`src/rtl/dds_wavetable_volume_ramp_macros.svh`:
```
// Assertion macros shared by the tone generator RTL.
`ifndef DDS_WAVETABLE_VOLUME_RAMP_MACROS_SVH
`define DDS_WAVETABLE_VOLUME_RAMP_MACROS_SVH
`ifndef SYNTHESIS
// Checked on every rising edge of clk_i, off while rst_ni is low.
`define DWVR_ASSERT(label, prop) \
  label: assert property (@(posedge clk_i) disable iff (!rst_ni) prop) \
    else $error("%m: check failed");
// Checked on every rising edge of clk_i, reset included.
`define DWVR_ASSERT_NR(label, prop) \
  label: assert property (@(posedge clk_i) prop) \
    else $error("%m: check failed");
`else
`define DWVR_ASSERT(label, prop)
`define DWVR_ASSERT_NR(label, prop)
`endif
`endif

```
`src/rtl/dwvr_pkg.sv`:
```
// Package with widths, defaults, codes and types of the wavetable tone generator.
`default_nettype none

package dwvr_pkg;

  // Defaults of the top level parameters.
  localparam int unsigned TABLE_SIZE_DEF  = 256;
  localparam int unsigned PHASE_SCALE_DEF = 64;
  localparam int unsigned HZ_DIVISOR_DEF  = 61;
  localparam int unsigned VOLUME_MAX_DEF  = 255;

  // Fixed field widths.
  localparam int unsigned FREQ_W     = 16;
  localparam int unsigned VOL_W      = 8;
  localparam int unsigned SAMPLE_W   = 8;
  localparam int unsigned IDX_W      = 8;
  localparam int unsigned DUTY_W     = 8;
  localparam int unsigned CFG_DATA_W = 16;
  localparam int unsigned CFG_IDX_W  = 2;

  // Register reset values.
  localparam logic [FREQ_W-1:0] FREQ_RESET       = 16'd440;
  localparam logic [VOL_W-1:0]  TARGET_VOL_RESET = 8'd127;
  localparam logic              VOLUME_ON_RESET  = 1'b1;

  // The volume moves one step every RAMP_PERIOD ticks.
  localparam int unsigned RAMP_PERIOD = 64;
  localparam int unsigned RAMP_W      = $clog2(RAMP_PERIOD);

  // Latency of the constant divider and of the phase step unit.
  localparam int unsigned CDIV_LAT = 3;
  localparam int unsigned STEP_LAT = 2 * CDIV_LAT + 2;
  localparam int unsigned SETTLE_W = $clog2(STEP_LAT + 1);

  typedef enum logic [CFG_IDX_W-1:0] {
    CFG_FREQUENCY_HZ  = 2'd0,
    CFG_TARGET_VOLUME = 2'd1,
    CFG_VOLUME_ON     = 2'd2
  } cfg_idx_e;

  typedef enum logic {
    KIND_TICK  = 1'b0,
    KIND_WRITE = 1'b1
  } kind_e;

  typedef struct packed {
    logic [VOL_W-1:0] target_volume;
    logic             volume_on;
  } vol_cfg_t;

endpackage

`default_nettype wire

```
`src/rtl/dwvr_stream_if.sv`:
```
// Valid/ready interfaces of the input and result channels.
`default_nettype none

interface dwvr_in_if import dwvr_pkg::*; ();
  logic                valid;
  logic                ready;
  logic                kind;
  logic [IDX_W-1:0]    table_index;
  logic [SAMPLE_W-1:0] table_value;

  modport source (output valid, output kind, output table_index, output table_value,
                  input ready);
  modport sink   (input valid, input kind, input table_index, input table_value,
                  output ready);
endinterface

interface dwvr_out_if import dwvr_pkg::*; ();
  logic              valid;
  logic              ready;
  logic [DUTY_W-1:0] duty;

  modport source (output valid, output duty, input ready);
  modport sink   (input valid, input duty, output ready);
endinterface

`default_nettype wire

```
`src/rtl/dwvr_cdiv.sv`:
```
// Pipelined divider by a constant: reciprocal multiply and one correction step.
`default_nettype none

module dwvr_cdiv #(
  parameter int unsigned NUM_W   = 16,
  parameter int unsigned DIVISOR = 1,
  localparam int unsigned REM_W  = $clog2(DIVISOR + 1)
) (
  input  wire logic             clk_i,
  input  wire logic             en_i,
  input  wire logic [NUM_W-1:0] num_i,
  output logic      [NUM_W-1:0] quo_o,
  output logic      [REM_W-1:0] rem_o
);

  localparam int unsigned MUL_W = NUM_W + 1;
  localparam int unsigned PRD_W = 2 * NUM_W + 1;
  localparam logic [MUL_W-1:0] RECIP = MUL_W'((64'd1 << NUM_W) / 64'(DIVISOR));
  localparam logic [REM_W-1:0] DIV_C = REM_W'(DIVISOR);
  localparam logic [NUM_W-1:0] DIV_N = NUM_W'(DIVISOR);

  logic [PRD_W-1:0]       prod;
  logic [NUM_W+REM_W-1:0] qd;
  logic [NUM_W-1:0]       rem_raw;
  logic [NUM_W-1:0]       qe1_q, num1_q;
  logic [NUM_W-1:0]       qe2_q, num2_q, qd2_q;
  logic [NUM_W-1:0]       quo_d;
  logic [REM_W-1:0]       rem_d;

  // The estimate is the true quotient or one below it.
  assign prod    = PRD_W'(num_i) * PRD_W'(RECIP);
  assign qd      = (NUM_W + REM_W)'(qe1_q) * (NUM_W + REM_W)'(DIV_C);
  assign rem_raw = num2_q - qd2_q;

  always_comb begin
    if (rem_raw >= DIV_N) begin
      quo_d = qe2_q + NUM_W'(1);
      rem_d = REM_W'(rem_raw - DIV_N);
    end else begin
      quo_d = qe2_q;
      rem_d = REM_W'(rem_raw);
    end
  end

  always_ff @(posedge clk_i) begin
    if (en_i) begin
      qe1_q  <= prod[2*NUM_W-1:NUM_W];
      num1_q <= num_i;
      qe2_q  <= qe1_q;
      num2_q <= num1_q;
      qd2_q  <= qd[NUM_W-1:0];
      quo_o  <= quo_d;
      rem_o  <= rem_d;
    end
  end

endmodule

`default_nettype wire

```
`src/rtl/dwvr_step.sv`:
```
// Phase step unit: splits frequency * PHASE_SCALE / HZ_DIVISOR into table and fraction parts.
`default_nettype none

module dwvr_step import dwvr_pkg::*; #(
  parameter int unsigned TABLE_SIZE  = TABLE_SIZE_DEF,
  parameter int unsigned PHASE_SCALE = PHASE_SCALE_DEF,
  parameter int unsigned HZ_DIVISOR  = HZ_DIVISOR_DEF,
  localparam int unsigned INT_W  = $clog2(TABLE_SIZE),
  localparam int unsigned FRAC_W = (PHASE_SCALE > 1) ? $clog2(PHASE_SCALE) : 1
) (
  input  wire logic              clk_i,
  input  wire logic [FREQ_W-1:0] freq_i,
  output logic      [INT_W-1:0]  step_int_o,
  output logic      [FRAC_W-1:0] step_frac_o
);

  localparam int unsigned PS_W  = $clog2(PHASE_SCALE + 1);
  localparam int unsigned DIV_W = $clog2(HZ_DIVISOR + 1);
  localparam int unsigned RP_W  = DIV_W + PS_W;

  logic [FREQ_W-1:0] q_int;
  logic [DIV_W-1:0]  r_int;
  logic [RP_W-1:0]   rp_q;
  logic [RP_W-1:0]   q_frac;
  logic [FREQ_W-1:0] sint_pipe_q [CDIV_LAT+1];

  // With f = q*D + r, f*PS/D rounds down to q*PS + (r*PS)/D.
  dwvr_cdiv #(
    .NUM_W  (FREQ_W),
    .DIVISOR(HZ_DIVISOR)
  ) u_div_int (
    .clk_i(clk_i),
    .en_i (1'b1),
    .num_i(freq_i),
    .quo_o(q_int),
    .rem_o(r_int)
  );

  dwvr_cdiv #(
    .NUM_W  (RP_W),
    .DIVISOR(HZ_DIVISOR)
  ) u_div_frac (
    .clk_i(clk_i),
    .en_i (1'b1),
    .num_i(rp_q),
    .quo_o(q_frac),
    .rem_o()
  );

  always_ff @(posedge clk_i) begin
    rp_q           <= RP_W'(r_int) * RP_W'(PHASE_SCALE);
    sint_pipe_q[0] <= q_int;
    for (int i = 1; i <= CDIV_LAT; i++) begin
      sint_pipe_q[i] <= sint_pipe_q[i-1];
    end
    // A step at or past the table span is held one below it.
    if (sint_pipe_q[CDIV_LAT] >= FREQ_W'(TABLE_SIZE)) begin
      step_int_o  <= INT_W'(TABLE_SIZE - 1);
      step_frac_o <= FRAC_W'(PHASE_SCALE - 1);
    end else begin
      step_int_o  <= sint_pipe_q[CDIV_LAT][INT_W-1:0];
      step_frac_o <= q_frac[FRAC_W-1:0];
    end
  end

endmodule

`default_nettype wire

```
`src/rtl/dwvr_core.sv`:
```
// Tick pipeline: phase and volume state, wave table, volume scaling and result register.
`default_nettype none
`include "dds_wavetable_volume_ramp_macros.svh"

module dwvr_core import dwvr_pkg::*; #(
  parameter int unsigned TABLE_SIZE  = TABLE_SIZE_DEF,
  parameter int unsigned PHASE_SCALE = PHASE_SCALE_DEF,
  parameter int unsigned VOLUME_MAX  = VOLUME_MAX_DEF,
  localparam int unsigned INT_W  = $clog2(TABLE_SIZE),
  localparam int unsigned FRAC_W = (PHASE_SCALE > 1) ? $clog2(PHASE_SCALE) : 1
) (
  input  wire logic              clk_i,
  input  wire logic              rst_ni,
  dwvr_in_if.sink                in_i,
  dwvr_out_if.source             out_o,
  input  wire logic              hold_i,
  input  wire vol_cfg_t          cfg_i,
  input  wire logic [INT_W-1:0]  step_int_i,
  input  wire logic [FRAC_W-1:0] step_frac_i
);

  localparam int unsigned PROD_W = SAMPLE_W + VOL_W;
  localparam int unsigned WA_W   = ((INT_W > IDX_W) ? INT_W : IDX_W) + 1;
  localparam logic [VOL_W-1:0] VOL_RESET = VOL_W'(VOLUME_MAX / 2);
  localparam logic [VOL_W-1:0] VOL_FULL  = VOL_W'(VOLUME_MAX);

  logic                en, accept, tick, wr;
  logic [WA_W-1:0]     wa_x;
  logic [FRAC_W:0]     frac_sum;
  logic                carry;
  logic [INT_W:0]      int_sum;
  logic [INT_W-1:0]    int_n;
  logic [FRAC_W-1:0]   frac_n;

  logic [INT_W-1:0]    int_q, int_d;
  logic [FRAC_W-1:0]   frac_q, frac_d;
  logic [RAMP_W-1:0]   ramp_q, ramp_d;
  logic [VOL_W-1:0]    vol_q, vol_d;

  logic [SAMPLE_W-1:0] wave_mem [TABLE_SIZE];
  logic [SAMPLE_W-1:0] sample1_q;
  logic [VOL_W-1:0]    factor1_q;
  logic                valid1_q;
  logic [PROD_W-1:0]   prod2_q;
  logic                valid2_q;
  logic [CDIV_LAT-1:0] vpipe_q;
  logic [PROD_W-1:0]   quo;
  logic [DUTY_W-1:0]   duty_q, duty_d;
  logic                out_valid_q;

  // The whole pipeline moves together; it freezes while a result waits.
  assign en        = !out_valid_q || out_o.ready;
  assign in_i.ready = en && !hold_i;
  assign accept    = in_i.valid && in_i.ready;
  assign tick      = accept && (in_i.kind == KIND_TICK);
  assign wa_x      = WA_W'(in_i.table_index);
  assign wr        = accept && (in_i.kind == KIND_WRITE) && (wa_x < WA_W'(TABLE_SIZE));

  // Phase kept as table index plus fraction below PHASE_SCALE.
  assign frac_sum = (FRAC_W + 1)'(frac_q) + (FRAC_W + 1)'(step_frac_i);
  assign carry    = frac_sum >= (FRAC_W + 1)'(PHASE_SCALE);
  assign int_sum  = (INT_W + 1)'(int_q) + (INT_W + 1)'(step_int_i) + (INT_W + 1)'(carry);

  always_comb begin
    frac_n = carry ? FRAC_W'(frac_sum - (FRAC_W + 1)'(PHASE_SCALE)) : FRAC_W'(frac_sum);
    if (int_sum >= (INT_W + 1)'(TABLE_SIZE)) begin
      int_n = INT_W'(int_sum - (INT_W + 1)'(TABLE_SIZE));
    end else begin
      int_n = INT_W'(int_sum);
    end
  end

  always_comb begin
    int_d  = int_q;
    frac_d = frac_q;
    ramp_d = ramp_q;
    vol_d  = vol_q;
    if (tick) begin
      int_d  = int_n;
      frac_d = frac_n;
      if (cfg_i.volume_on) begin
        ramp_d = ramp_q + RAMP_W'(1);
        if (ramp_d == '0) begin
          if (vol_q > cfg_i.target_volume) begin
            vol_d = vol_q - VOL_W'(1);
          end else if (vol_q < cfg_i.target_volume) begin
            vol_d = vol_q + VOL_W'(1);
          end
        end
      end
    end
  end

  // Table write and registered read at the new phase.
  always_ff @(posedge clk_i) begin
    if (wr) begin
      wave_mem[wa_x[INT_W-1:0]] <= in_i.table_value;
    end
    if (en) begin
      sample1_q <= wave_mem[int_n];
    end
  end

  // With scaling off, multiplying by VOLUME_MAX makes the divide give the sample back.
  always_ff @(posedge clk_i) begin
    if (en) begin
      factor1_q <= cfg_i.volume_on ? vol_d : VOL_FULL;
      prod2_q   <= PROD_W'(sample1_q) * PROD_W'(factor1_q);
      duty_q    <= duty_d;
    end
  end

  dwvr_cdiv #(
    .NUM_W  (PROD_W),
    .DIVISOR(VOLUME_MAX)
  ) u_div_vol (
    .clk_i(clk_i),
    .en_i (en),
    .num_i(prod2_q),
    .quo_o(quo),
    .rem_o()
  );

  assign duty_d = (quo > PROD_W'({DUTY_W{1'b1}})) ? {DUTY_W{1'b1}} : quo[DUTY_W-1:0];

  always_ff @(posedge clk_i or negedge rst_ni) begin
    if (!rst_ni) begin
      int_q       <= '0;
      frac_q      <= '0;
      ramp_q      <= '0;
      vol_q       <= VOL_RESET;
      valid1_q    <= 1'b0;
      valid2_q    <= 1'b0;
      vpipe_q     <= '0;
      out_valid_q <= 1'b0;
    end else begin
      int_q  <= int_d;
      frac_q <= frac_d;
      ramp_q <= ramp_d;
      vol_q  <= vol_d;
      if (en) begin
        valid1_q    <= tick;
        valid2_q    <= valid1_q;
        vpipe_q     <= {vpipe_q[CDIV_LAT-2:0], valid2_q};
        out_valid_q <= vpipe_q[CDIV_LAT-1];
      end
    end
  end

  assign out_o.valid = out_valid_q;
  assign out_o.duty  = duty_q;

  `DWVR_ASSERT(a_phase_in_table, (INT_W + 1)'(int_q) < (INT_W + 1)'(TABLE_SIZE))
  `DWVR_ASSERT(a_state_holds_without_tick, !tick |=> ($stable(vol_q) && $stable(ramp_q)))
  `DWVR_ASSERT(a_volume_single_step, tick |=> ((vol_q == $past(vol_q)) || (vol_q == $past(vol_q) + VOL_W'(1)) || (vol_q == $past(vol_q) - VOL_W'(1))))

endmodule

`default_nettype wire

```
`src/rtl/dds_wavetable_volume_ramp.sv`:
```
// Top level of the wavetable tone generator with volume ramp.
//
// Input channel in_i carries beats of two kinds. A table write beat stores
// table_value at table_index and gives no result; an index at or past the
// table size is dropped. A tick beat advances the phase accumulator, runs
// the volume ramp, reads the wave table at the new phase and yields one
// duty beat on out_o. Every table entry must be written before a tick reads it.
// Throughput is one beat per cycle on both channels unless back-pressure on
// out_o, reset or a configuration write stalls intake. A duty beat leaves after
// its tick passes the table read, volume multiply, a three-stage divider by VOLUME_MAX and the result register.
// The configuration port takes frequency_hz, target_volume and volume_on. The user
// must write it only while the block is idle; the block does not enforce this. A
// write, and reset, hold in_i.ready low while the phase step unit (two pipelined
// constant dividers) recomputes the step from the new frequency.
// Reset clears the phase, the ramp counter and all pending results, sets
// the volume to half of VOLUME_MAX and loads the register defaults.
// While a duty beat waits and the receiver holds out_o.ready low, the whole
// tick pipeline freezes and in_i.ready is low in that cycle; nothing is lost
// or repeated. With the result register empty the pipeline keeps moving.
`default_nettype none
`include "dds_wavetable_volume_ramp_macros.svh"

module dds_wavetable_volume_ramp import dwvr_pkg::*; #(
  parameter int unsigned TABLE_SIZE  = TABLE_SIZE_DEF,
  parameter int unsigned PHASE_SCALE = PHASE_SCALE_DEF,
  parameter int unsigned HZ_DIVISOR  = HZ_DIVISOR_DEF,
  parameter int unsigned VOLUME_MAX  = VOLUME_MAX_DEF
) (
  input  wire logic                  clk_i,
  input  wire logic                  rst_ni,
  dwvr_in_if.sink                    in_i,
  dwvr_out_if.source                 out_o,
  input  wire logic                  cfg_we_i,
  input  wire logic [CFG_IDX_W-1:0]  cfg_index_i,
  input  wire logic [CFG_DATA_W-1:0] cfg_wdata_i
);

  localparam int unsigned INT_W  = $clog2(TABLE_SIZE);
  localparam int unsigned FRAC_W = (PHASE_SCALE > 1) ? $clog2(PHASE_SCALE) : 1;

  logic [FREQ_W-1:0]   freq_q, freq_d;
  logic [VOL_W-1:0]    tgt_q, tgt_d;
  logic                von_q, von_d;
  logic [SETTLE_W-1:0] settle_q, settle_d;
  vol_cfg_t            vol_cfg;
  logic [INT_W-1:0]    step_int;
  logic [FRAC_W-1:0]   step_frac;

  // Register writes. Indexes outside the list are ignored.
  always_comb begin
    freq_d = freq_q;
    tgt_d  = tgt_q;
    von_d  = von_q;
    if (cfg_we_i) begin
      case (cfg_index_i)
        CFG_FREQUENCY_HZ:  freq_d = cfg_wdata_i[FREQ_W-1:0];
        CFG_TARGET_VOLUME: tgt_d  = cfg_wdata_i[VOL_W-1:0];
        CFG_VOLUME_ON:     von_d  = cfg_wdata_i[0];
        default: ;
      endcase
    end
  end

  // Intake waits until the step pipeline has flushed the old frequency.
  always_comb begin
    if (cfg_we_i) begin
      settle_d = SETTLE_W'(STEP_LAT);
    end else if (settle_q != '0) begin
      settle_d = settle_q - SETTLE_W'(1);
    end else begin
      settle_d = settle_q;
    end
  end

  always_ff @(posedge clk_i or negedge rst_ni) begin
    if (!rst_ni) begin
      freq_q   <= FREQ_RESET;
      tgt_q    <= TARGET_VOL_RESET;
      von_q    <= VOLUME_ON_RESET;
      settle_q <= SETTLE_W'(STEP_LAT);
    end else begin
      freq_q   <= freq_d;
      tgt_q    <= tgt_d;
      von_q    <= von_d;
      settle_q <= settle_d;
    end
  end

  assign vol_cfg.target_volume = tgt_q;
  assign vol_cfg.volume_on     = von_q;

  dwvr_step #(
    .TABLE_SIZE (TABLE_SIZE),
    .PHASE_SCALE(PHASE_SCALE),
    .HZ_DIVISOR (HZ_DIVISOR)
  ) u_step (
    .clk_i      (clk_i),
    .freq_i     (freq_q),
    .step_int_o (step_int),
    .step_frac_o(step_frac)
  );

  dwvr_core #(
    .TABLE_SIZE (TABLE_SIZE),
    .PHASE_SCALE(PHASE_SCALE),
    .VOLUME_MAX (VOLUME_MAX)
  ) u_core (
    .clk_i      (clk_i),
    .rst_ni     (rst_ni),
    .in_i       (in_i),
    .out_o      (out_o),
    .hold_i     (settle_q != '0),
    .cfg_i      (vol_cfg),
    .step_int_i (step_int),
    .step_frac_i(step_frac)
  );

  `DWVR_ASSERT(a_cfg_write_blocks_intake, cfg_we_i |=> !in_i.ready)
  `DWVR_ASSERT(a_step_in_span,
    (settle_q == '0) |-> ((INT_W + 1)'(step_int) < (INT_W + 1)'(TABLE_SIZE)))
  `DWVR_ASSERT_NR(a_no_result_in_reset, !rst_ni |-> !out_o.valid)

endmodule

`default_nettype wire
```
`src/flat_wrapper.sv`:
```
// flat-port wrapper written by rule: the top's interface ports become plain ports
module dds_wavetable_volume_ramp_flat import dwvr_pkg::*;
#(
  parameter int unsigned TABLE_SIZE  = TABLE_SIZE_DEF,
  parameter int unsigned PHASE_SCALE = PHASE_SCALE_DEF,
  parameter int unsigned HZ_DIVISOR  = HZ_DIVISOR_DEF,
  parameter int unsigned VOLUME_MAX  = VOLUME_MAX_DEF
)
  (clk_i, rst_ni, cfg_we_i, cfg_index_i, cfg_wdata_i, in_i_valid, in_i_kind, in_i_table_index, in_i_table_value, in_i_ready, out_o_valid, out_o_duty, out_o_ready);
  dwvr_in_if in_i_i ();
  dwvr_out_if out_o_i ();
  input  wire logic clk_i;
  input  wire logic rst_ni;
  input  wire logic cfg_we_i;
  input  wire logic [CFG_IDX_W-1:0] cfg_index_i;
  input  wire logic [CFG_DATA_W-1:0] cfg_wdata_i;
  input wire logic [$bits(in_i_i.valid)-1:0] in_i_valid;
  input wire logic [$bits(in_i_i.kind)-1:0] in_i_kind;
  input wire logic [$bits(in_i_i.table_index)-1:0] in_i_table_index;
  input wire logic [$bits(in_i_i.table_value)-1:0] in_i_table_value;
  output wire logic [$bits(in_i_i.ready)-1:0] in_i_ready;
  output wire logic [$bits(out_o_i.valid)-1:0] out_o_valid;
  output wire logic [$bits(out_o_i.duty)-1:0] out_o_duty;
  input wire logic [$bits(out_o_i.ready)-1:0] out_o_ready;
  assign in_i_i.valid = in_i_valid;
  assign in_i_i.kind = in_i_kind;
  assign in_i_i.table_index = in_i_table_index;
  assign in_i_i.table_value = in_i_table_value;
  assign in_i_ready = in_i_i.ready;
  assign out_o_valid = out_o_i.valid;
  assign out_o_duty = out_o_i.duty;
  assign out_o_i.ready = out_o_ready;
  dds_wavetable_volume_ramp #(.TABLE_SIZE(TABLE_SIZE), .PHASE_SCALE(PHASE_SCALE), .HZ_DIVISOR(HZ_DIVISOR), .VOLUME_MAX(VOLUME_MAX)) u_core (.clk_i(clk_i), .rst_ni(rst_ni), .in_i(in_i_i), .out_o(out_o_i), .cfg_we_i(cfg_we_i), .cfg_index_i(cfg_index_i), .cfg_wdata_i(cfg_wdata_i));
endmodule
```
`config.mk`:
```
export PLATFORM = sky130hd
export DESIGN_NAME = dds_wavetable_volume_ramp_flat
export DESIGN_NICKNAME = d
export VERILOG_FILES = /design/src/rtl/dwvr_pkg.sv /design/src/rtl/dwvr_stream_if.sv /design/src/rtl/dwvr_cdiv.sv /design/src/rtl/dwvr_step.sv /design/src/rtl/dwvr_core.sv /design/src/rtl/dds_wavetable_volume_ramp.sv /design/src/flat_wrapper.sv
export VERILOG_INCLUDE_DIRS = /design/src /design/src/rtl
export SDC_FILE = /design/constraint.sdc
export NUM_CORES = 2
export LEC_CHECK = 0
export ABC_AREA = 1
export BUFFER_PORTS_ARGS = -buffer_cell sky130_fd_sc_hd__buf_2
export CAP_MARGIN = 40
export CORE_AREA = 2 2 494 496
export DETAILED_ROUTE_END_ITERATION = 10
export DIE_AREA = 0 0 496 498
export PLACE_DENSITY = 0.73
export SYNTH_ARGS = -nofsm -noshare
export SYNTH_HDL_FRONTEND = slang
export SYNTH_SLANG_ARGS = --single-unit
export TNS_END_PERCENT = 1
```
`constraint.sdc`:
```
create_clock -name clk_i -period 3.96 [get_ports clk_i]
set_clock_uncertainty 0.1 [all_clocks]
set_input_delay 0.396 -clock clk_i [delete_from_list [all_inputs] [get_ports clk_i]]
set_output_delay 0.396 -clock clk_i [all_outputs]
set_load 0.05 [all_outputs]
```
* Yosys cells after proc, flatten, opt, wreduce, memory -nomap -nowiden
Memories as Yosys holds them, arrays and structs flattened. A register that Yosys moved wholly into a read port is not among the register bits.
Cells that the tools add are included.
** Operators by class
- $add $sub $neg :: 16
- Multiply operators :: 7
- $lt $le $gt $ge :: 10
- Equal/unequal tests :: 2
- Multiplexer cells :: 15
- Bitwise logic cells :: 1
- Reductions and logical operators :: 16
** Operators by type and width (count)
- $mux 8 :: 6
- $sub 16x16->16 :: 2
- $mul 16x10->26 const B :: 1
- $mul 16x9->25 const B :: 1
- $mux 6 :: 3
- $ge 16x6->1 const B :: 1
- $ge 16x8->1 const B :: 1
- $ge 16x9->1 const B :: 1
- $mul 11x6->16 const B :: 1
- $mul 8x8->16 :: 1
- $mul 9x8->16 const B :: 1
- $sub 8x1->8 const B :: 2
- $ge 13x6->1 const B :: 1
- $mul 6x7->13 const B :: 1
- $mul 7x6->13 const B :: 1
- $sub 12x13->13 :: 1
- $add 11x1->12 const B :: 1
- $add 6x1->6 const B :: 2
- $mux 11 :: 1
- $add 9x1->10 const B :: 1
- $gt 10x8->1 const B :: 1
- $add 8x8->9 :: 1
- $add 9x1->9 :: 1
- $ge 9x9->1 const B :: 1
- 23 further kinds :: 33
** Storage, ports and cells
- Register bits :: 323
- RAM bits :: 2112
- Input port bits :: 40
- Word-level logic and storage cells :: 108
- Memories kept :: 2
** Memory list
- u_core.u_core.wave_mem :: depth 256, width 8, read ports 1, clocked after memory_dff 1, wr ports 1, line dwvr_core.sv:40 : logic [SAMPLE_W-1:0] wave_mem [TABLE_SIZE];
- u_core.u_step.sint_pipe_q :: depth 4, width 16, read ports 4, clocked after memory_dff 0, wr ports 4, line dwvr_step.sv:25 : logic [FREQ_W-1:0] sint_pipe_q [CDIV_LAT+1];

* Longest topological paths before layout
- Depth in word-level cells :: 8
- Depth in mapped cells :: 27
- Mapped depth without buffers :: 24

* Hierarchy
From an unflattened synthesis, not the netlist that was laid out.
** Second synthesis, totals
- Cells, all modules :: 11376
- Area total of the unflattened synthesis :: 116081.3 um^2
** By module, submodules not included
- dwvr_core :: instances 1, cells each 8989, area an instance 93189.4 um^2
- dwvr_cdiv at u_core.u_step.u_div_int :: instances 1, cells each 877, area an instance 7868.8 um^2
- dwvr_cdiv at u_core.u_core.u_div_vol :: instances 1, cells each 681, area an instance 6428.7 um^2
- dwvr_cdiv at u_core.u_step.u_div_frac :: instances 1, cells each 580, area an instance 5474.0 um^2
- dwvr_step :: instances 1, cells each 122, area an instance 1839.3 um^2
- dds_wavetable_volume_ramp :: instances 1, cells each 127, area an instance 1281.2 um^2

* Least setup slack after synthesis
No wires, ideal clock.
- Path type :: register to register
- From :: register u_core.u_core.sample1_q[6] (read register of u_core.u_core.wave_mem)
- To :: register u_core.u_core.prod2_q[13], data pin
- Library setup time :: 0.265 ns
- Arrival :: 3.712 ns
- Required time :: 3.595 ns
- Slack :: -0.117 ns
- Cell stages (with the launch flop) :: 16
- Buffers on the path :: 1
- Cells stage by stage :: edfxtp_1 > clkbuf_1 > nand2_1 > inv_1 > fa_1 > inv_1 > fa_1 > fa_1 > fa_1 > inv_1 > ha_1 > a21oi_1 > o21ai_0 > a31oi_1 > o21ai_0 > xor2_1
** On the way
- Longest elaborated chain between the ends :: 1
** RTL lines
- from (decl) :: line dwvr_core.sv:41 : logic [SAMPLE_W-1:0] sample1_q;
- $mul 8x8->16 :: line dwvr_core.sv:108 : prod2_q <= PROD_W'(sample1_q) * PROD_W'(factor1_q);
- to (signal assigned) :: line dwvr_core.sv:108
- to (decl) :: line dwvr_core.sv:44 : logic [PROD_W-1:0] prod2_q;
Every way passes these cells.
A chain may end at the register's enable or synchronous reset.

* Worst setup path in the final report
- From :: register u_core.u_core.frac_q[0]
- To :: register u_core.u_core.sample1_q[7] (read register of u_core.u_core.wave_mem), data pin
** On the way
- Longest elaborated chain between the ends :: 5
** RTL lines
- from (decl) :: line dwvr_core.sv:36 : logic [FRAC_W-1:0] frac_q, frac_d;
- from (signal assigned) :: line dwvr_core.sv:138 : frac_q <= frac_d;
- $add 6x6->7 * :: line dwvr_core.sv:60 : assign frac_sum = (FRAC_W + 1)'(frac_q) + (FRAC_W + 1)'(step_frac_i);
- $ge 7x7->1 * :: line dwvr_core.sv:61 : assign carry = frac_sum >= (FRAC_W + 1)'(PHASE_SCALE);
- $add 9x1->9 * :: line dwvr_core.sv:62 : assign int_sum = (INT_W + 1)'(int_q) + (INT_W + 1)'(step_int_i) + (INT_W + 1)'(carry);
- $sub 8x1->8 / $ge 9x9->1 (equally long branches) :: line dwvr_core.sv:67, dwvr_core.sv:66
- $mux 8 * :: line dwvr_core.sv:66 : if (int_sum >= (INT_W + 1)'(TABLE_SIZE)) begin
- named net u_core.u_core.int_n[1] :: line dwvr_core.sv:32 : logic [INT_W-1:0] int_n;
The timed path passes the listed nets; every way through them passes the cells marked *.

==> impl_metrics.tcl <==
set metrics [dict create \
    cts_made_buffers 234 \
    crit_cells 24 \
    vias_per_cell 5.50 \
    dieArea_um2 247000 \
    grt_max_degree 115 \
    grt_use_total 0.231 \
    maxSlewHeadroom 0.255 \
    die_w_um 496 \
    slew_violations 0 \
    row_count 181 \
    r2r-end "u_core.u_core.sample1_q[7]$_DFFE_PP_" \
    synth_top_flop_cell "edfxtp_1" \
    timing.rr.start "u_core.u_core.frac_q[0]$_DFFE_PN0P_" \
    crit_path_end "u_core.u_core.sample1_q[7]$_DFFE_PP_" \
    synthTopCellsByArea "edfxtp_1, nand2_1, nor2_1" \
    synthCells 10100 \
    clkLatencyLatePin_ns 0.90 \
    routed_wl_um 291000 \
    gp_congestion 0.912 \
    drive_gt1_frac 0.121 \
    grt_pass1_vias 75700 \
    root_buffer "clkbuf_16" \
    failed_checks "negative setup slack" \
    synth_area_um2 108000 \
    dp_hpwl_um 180000 \
    reg2reg_depth 24 \
    slowest_delay_ns 0.78 \
    htree_num_levels 4 \
    end_kind "register" \
    final_common_cell "edfxtp_1" \
    yosysWarnings 0 \
    clock_sinks 2422 \
    hold_path.class "in2reg" \
    cts.clk_slew.worst_paths_ns 0.06 \
    syn_avg_cell_area_um2 10.7 \
    outcome "finished with violations" \
    worst_slack_ns -0.690 \
    cpLargestDelayFamily "adder cells" \
    rsz0062_at_grt "yes" \
    cap_viol_max_count 0 \
    cts_tree "built" \
    pin_count 50 \
    synth-edff-count 2163 \
    nFillCells 19900 \
    ys_async_sr_fraction 0.0260 \
    multi_input_area_um2 33900 \
    finalCriticalPeriod_ns 4.65 \
    seqCellArea_um2 70500 \
    final_hold_viol_count 0 \
    yosysSeqAreaShare 0.652 \
    ys_types 49 \
    synth_top_area_frac 0.601 \
    cp_common_cell "nand2_1" \
    crit_type "reg2reg" \
    dr.pass1.iters 7 \
    synth_seq_cells 2422 \
    final.period_utilization 1.17 \
    drc_errors 0 \
    overflow 0 \
    initial_core_util 0.447 \
    finalSetupViolations 21 \
    cp_max_fo 54 \
    fmax_mhz 215 \
    final_cell_mix "edfxtp_1, nand2_1, nor2_1, o21ai_0, inv_1" \
    io_buffers 49 \
    worstSetupStartpointType "register" \
    cp.required_ns 4.52 \
    worst_pin_slew_ns 1.12 \
    fin_util 0.524 \
    clockBufferDepth 3 \
    r2r_slack_ns -0.69 \
    synth_fp_nets 10600 \
    antenna_found_initial 11 \
    cp.arrival_ns 5.21 \
    via_count 77000 \
    path_cells "ha_2, fa_2, a21oi_2, nor2_1, nor2_1, o21ai_1, a21oi_2, fa_4, inv_2, fa_4, buf_12, inv_16, buf_16, o211ai_1, nand3_1, nand2_1, nand2_1, nand3_1, nand3_1, nand3_1, buf_4, nand2_1, nand2_1, nand2_1" \
    crit_buf_inv 5 \
    core_area_um2 242000 \
    fin_nets 11100 \
    die_h_um 498 \
    wl_per_cell_um 20.8 \
    grt_pass1_wl_um 443000 \
    ant_nets 0 \
    drt_iter0_markers 9504 \
    crit_path_start "u_core.u_core.frac_q[0]$_DFFE_PN0P_" \
    synthToLayoutAreaGrowth_pct 17.3 \
    yosysTopAreaCell "edfxtp_1" \
    cp_slowest_cell "fa_4" \
]
==> logic make-up after synthesis <==
group	share of synthesized area
AOI/OAI and AO/OA	0.0555
xor gates and xnor gates	0.00834
adders and majority gates	0.0593
buffers and inverters	0.0457
DFF	0.652
and+or+nand+nor	0.179
==> registers in the layout, indices dropped and copies added (netlist names), 13 cells and up <==
name and cells:
u_core.u_core.wave_mem 2048, u_core.u_step.u_div_int.num1_q 16, u_core.u_core.u_div_vol.num2_q 16, u_core.u_step.u_div_frac.qd2_q 13, u_core.u_core.u_div_vol.qd2_q 16, u_core.freq_q 16
u_core.u_step.u_div_int.num2_q 16, u_core.u_step.sint_pipe_q 48, u_core.u_core.u_div_vol.num1_q 16, u_core.u_core.prod2_q 16, u_core.u_step.u_div_int.qd2_q 16
==> stage by stage <==
stage	TNS [ns]	cells	setup slack (ns)	instance area (µm²)	hold slack, ns
4_1_cts	-7.27	14000	-0.772	126000	0.00849
3_3_place_gp	-10.85	13400	-1.45	116000	0.210
2_1_floorplan	-0.0281	10100	-0.0133	108000	0.000409
3_5_place_dp	-11.86	13500	-1.43	116000	0.161
5_1_grt	-9.93	14000	-0.877	127000	0.0323
6_report	-6.46	14000	-0.690	127000	0.0372
==> metal layers <==
metal  track usage  part of all wire  vias up
li1              -                 -    35100
met5             0           0.00016        -
met4         0.100             0.045        8
met2         0.373              0.47     4047
met3        0.0395             0.098      697
met1         0.307              0.39    37100
==> final cells by class <==
type | instances | share of cell area
timing repair inverter | 1 | 0.0000888
inverter | 721 | 0.0216
clock inverter | 163 | 0.0139
sequential | 2422 | 0.556
tap | 3202 | 0.0316
timing repair buffer | 717 | 0.0609
multi-input combinational | 6489 | 0.268
antenna | 6 | 0.000118
clock buffer | 281 | 0.0482
==> synth_stat cells, drive strengths merged (3+ instances only) <==
cell	count
a211oi	3
a21o	5
a21oi	116
a31oi	7
and2	4
buf	291
clkbuf	215
dfrtp	42
dfstp	21
dfxtp	196
edfxtp	2163
fa	137
ha	293
inv	720
nand2	2086
nand3	762
nand3b	18
nand4	40
nor2	1836
nor3	21
nor4	4
o2111ai	4
o211ai	71
o21ai	918
o21bai	9
o31ai	3
or2	42
xnor2	36
xor2	67
==> worst min path at each step <==
stage / from / to / slack, ns / cells past startpoint
after CTS: in_i_table_value[2] / u_core.u_core.wave_mem[46][2]$_DFFE_PP_ / 0.008 / 1
after floorplan: rst_ni / u_core.freq_q[0]$_DFFE_PN0P_ / 0.0004 / 0
final: in_i_table_value[2] / u_core.u_core.wave_mem[172][2]$_DFFE_PP_ / 0.04 / 1
after detailed placement: rst_ni / u_core.u_core.ramp_q[0]$_DFFE_PN0P_ / 0.16 / 1
after global routing: in_i_table_value[2] / u_core.u_core.wave_mem[172][2]$_DFFE_PP_ / 0.03 / 1
after global placement: u_core.u_step.u_div_int.rem_o[3]$_DFF_P_ / u_core.u_step.rp_q[9]$_DFF_P_ / 0.21 / 0
==> worst register-to-register path, stage by stage (launching register included) <==
cell,delay (ns)
dfrtp_1,0.39
ha_2,0.19
fa_2,0.36
a21oi_2,0.17
nor2_1,0.06
nor2_1,0.12
o21ai_1,0.09
a21oi_2,0.14
fa_4,0.25
inv_2,0.05
fa_4,0.78
buf_12,0.15
inv_16,0.09
buf_16,0.22
o211ai_1,0.18
nand3_1,0.15
nand2_1,0.10
nand2_1,0.07
nand3_1,0.14
nand3_1,0.14
nand3_1,0.12
buf_4,0.16
nand2_1,0.06
nand2_1,0.06
nand2_1,0.05
==> what timing repair did <==
| item | CTS | global route |
|---|---|---|
| gates resized for setup | 234 | 56 |
| endpoints found under the hold margin | 367 | 0 |
| cloned | 21 | 3 |
| buffers inserted | 32 | 2 |
| hold buffers | 39 | 0 |
| pin swaps | 58 | 25 |
| endpoints found under the setup margin | 23 | 32 |
Power is not shown: default switching activity piles up to over one toggle a cycle in this logic, so the estimate is an artifact.
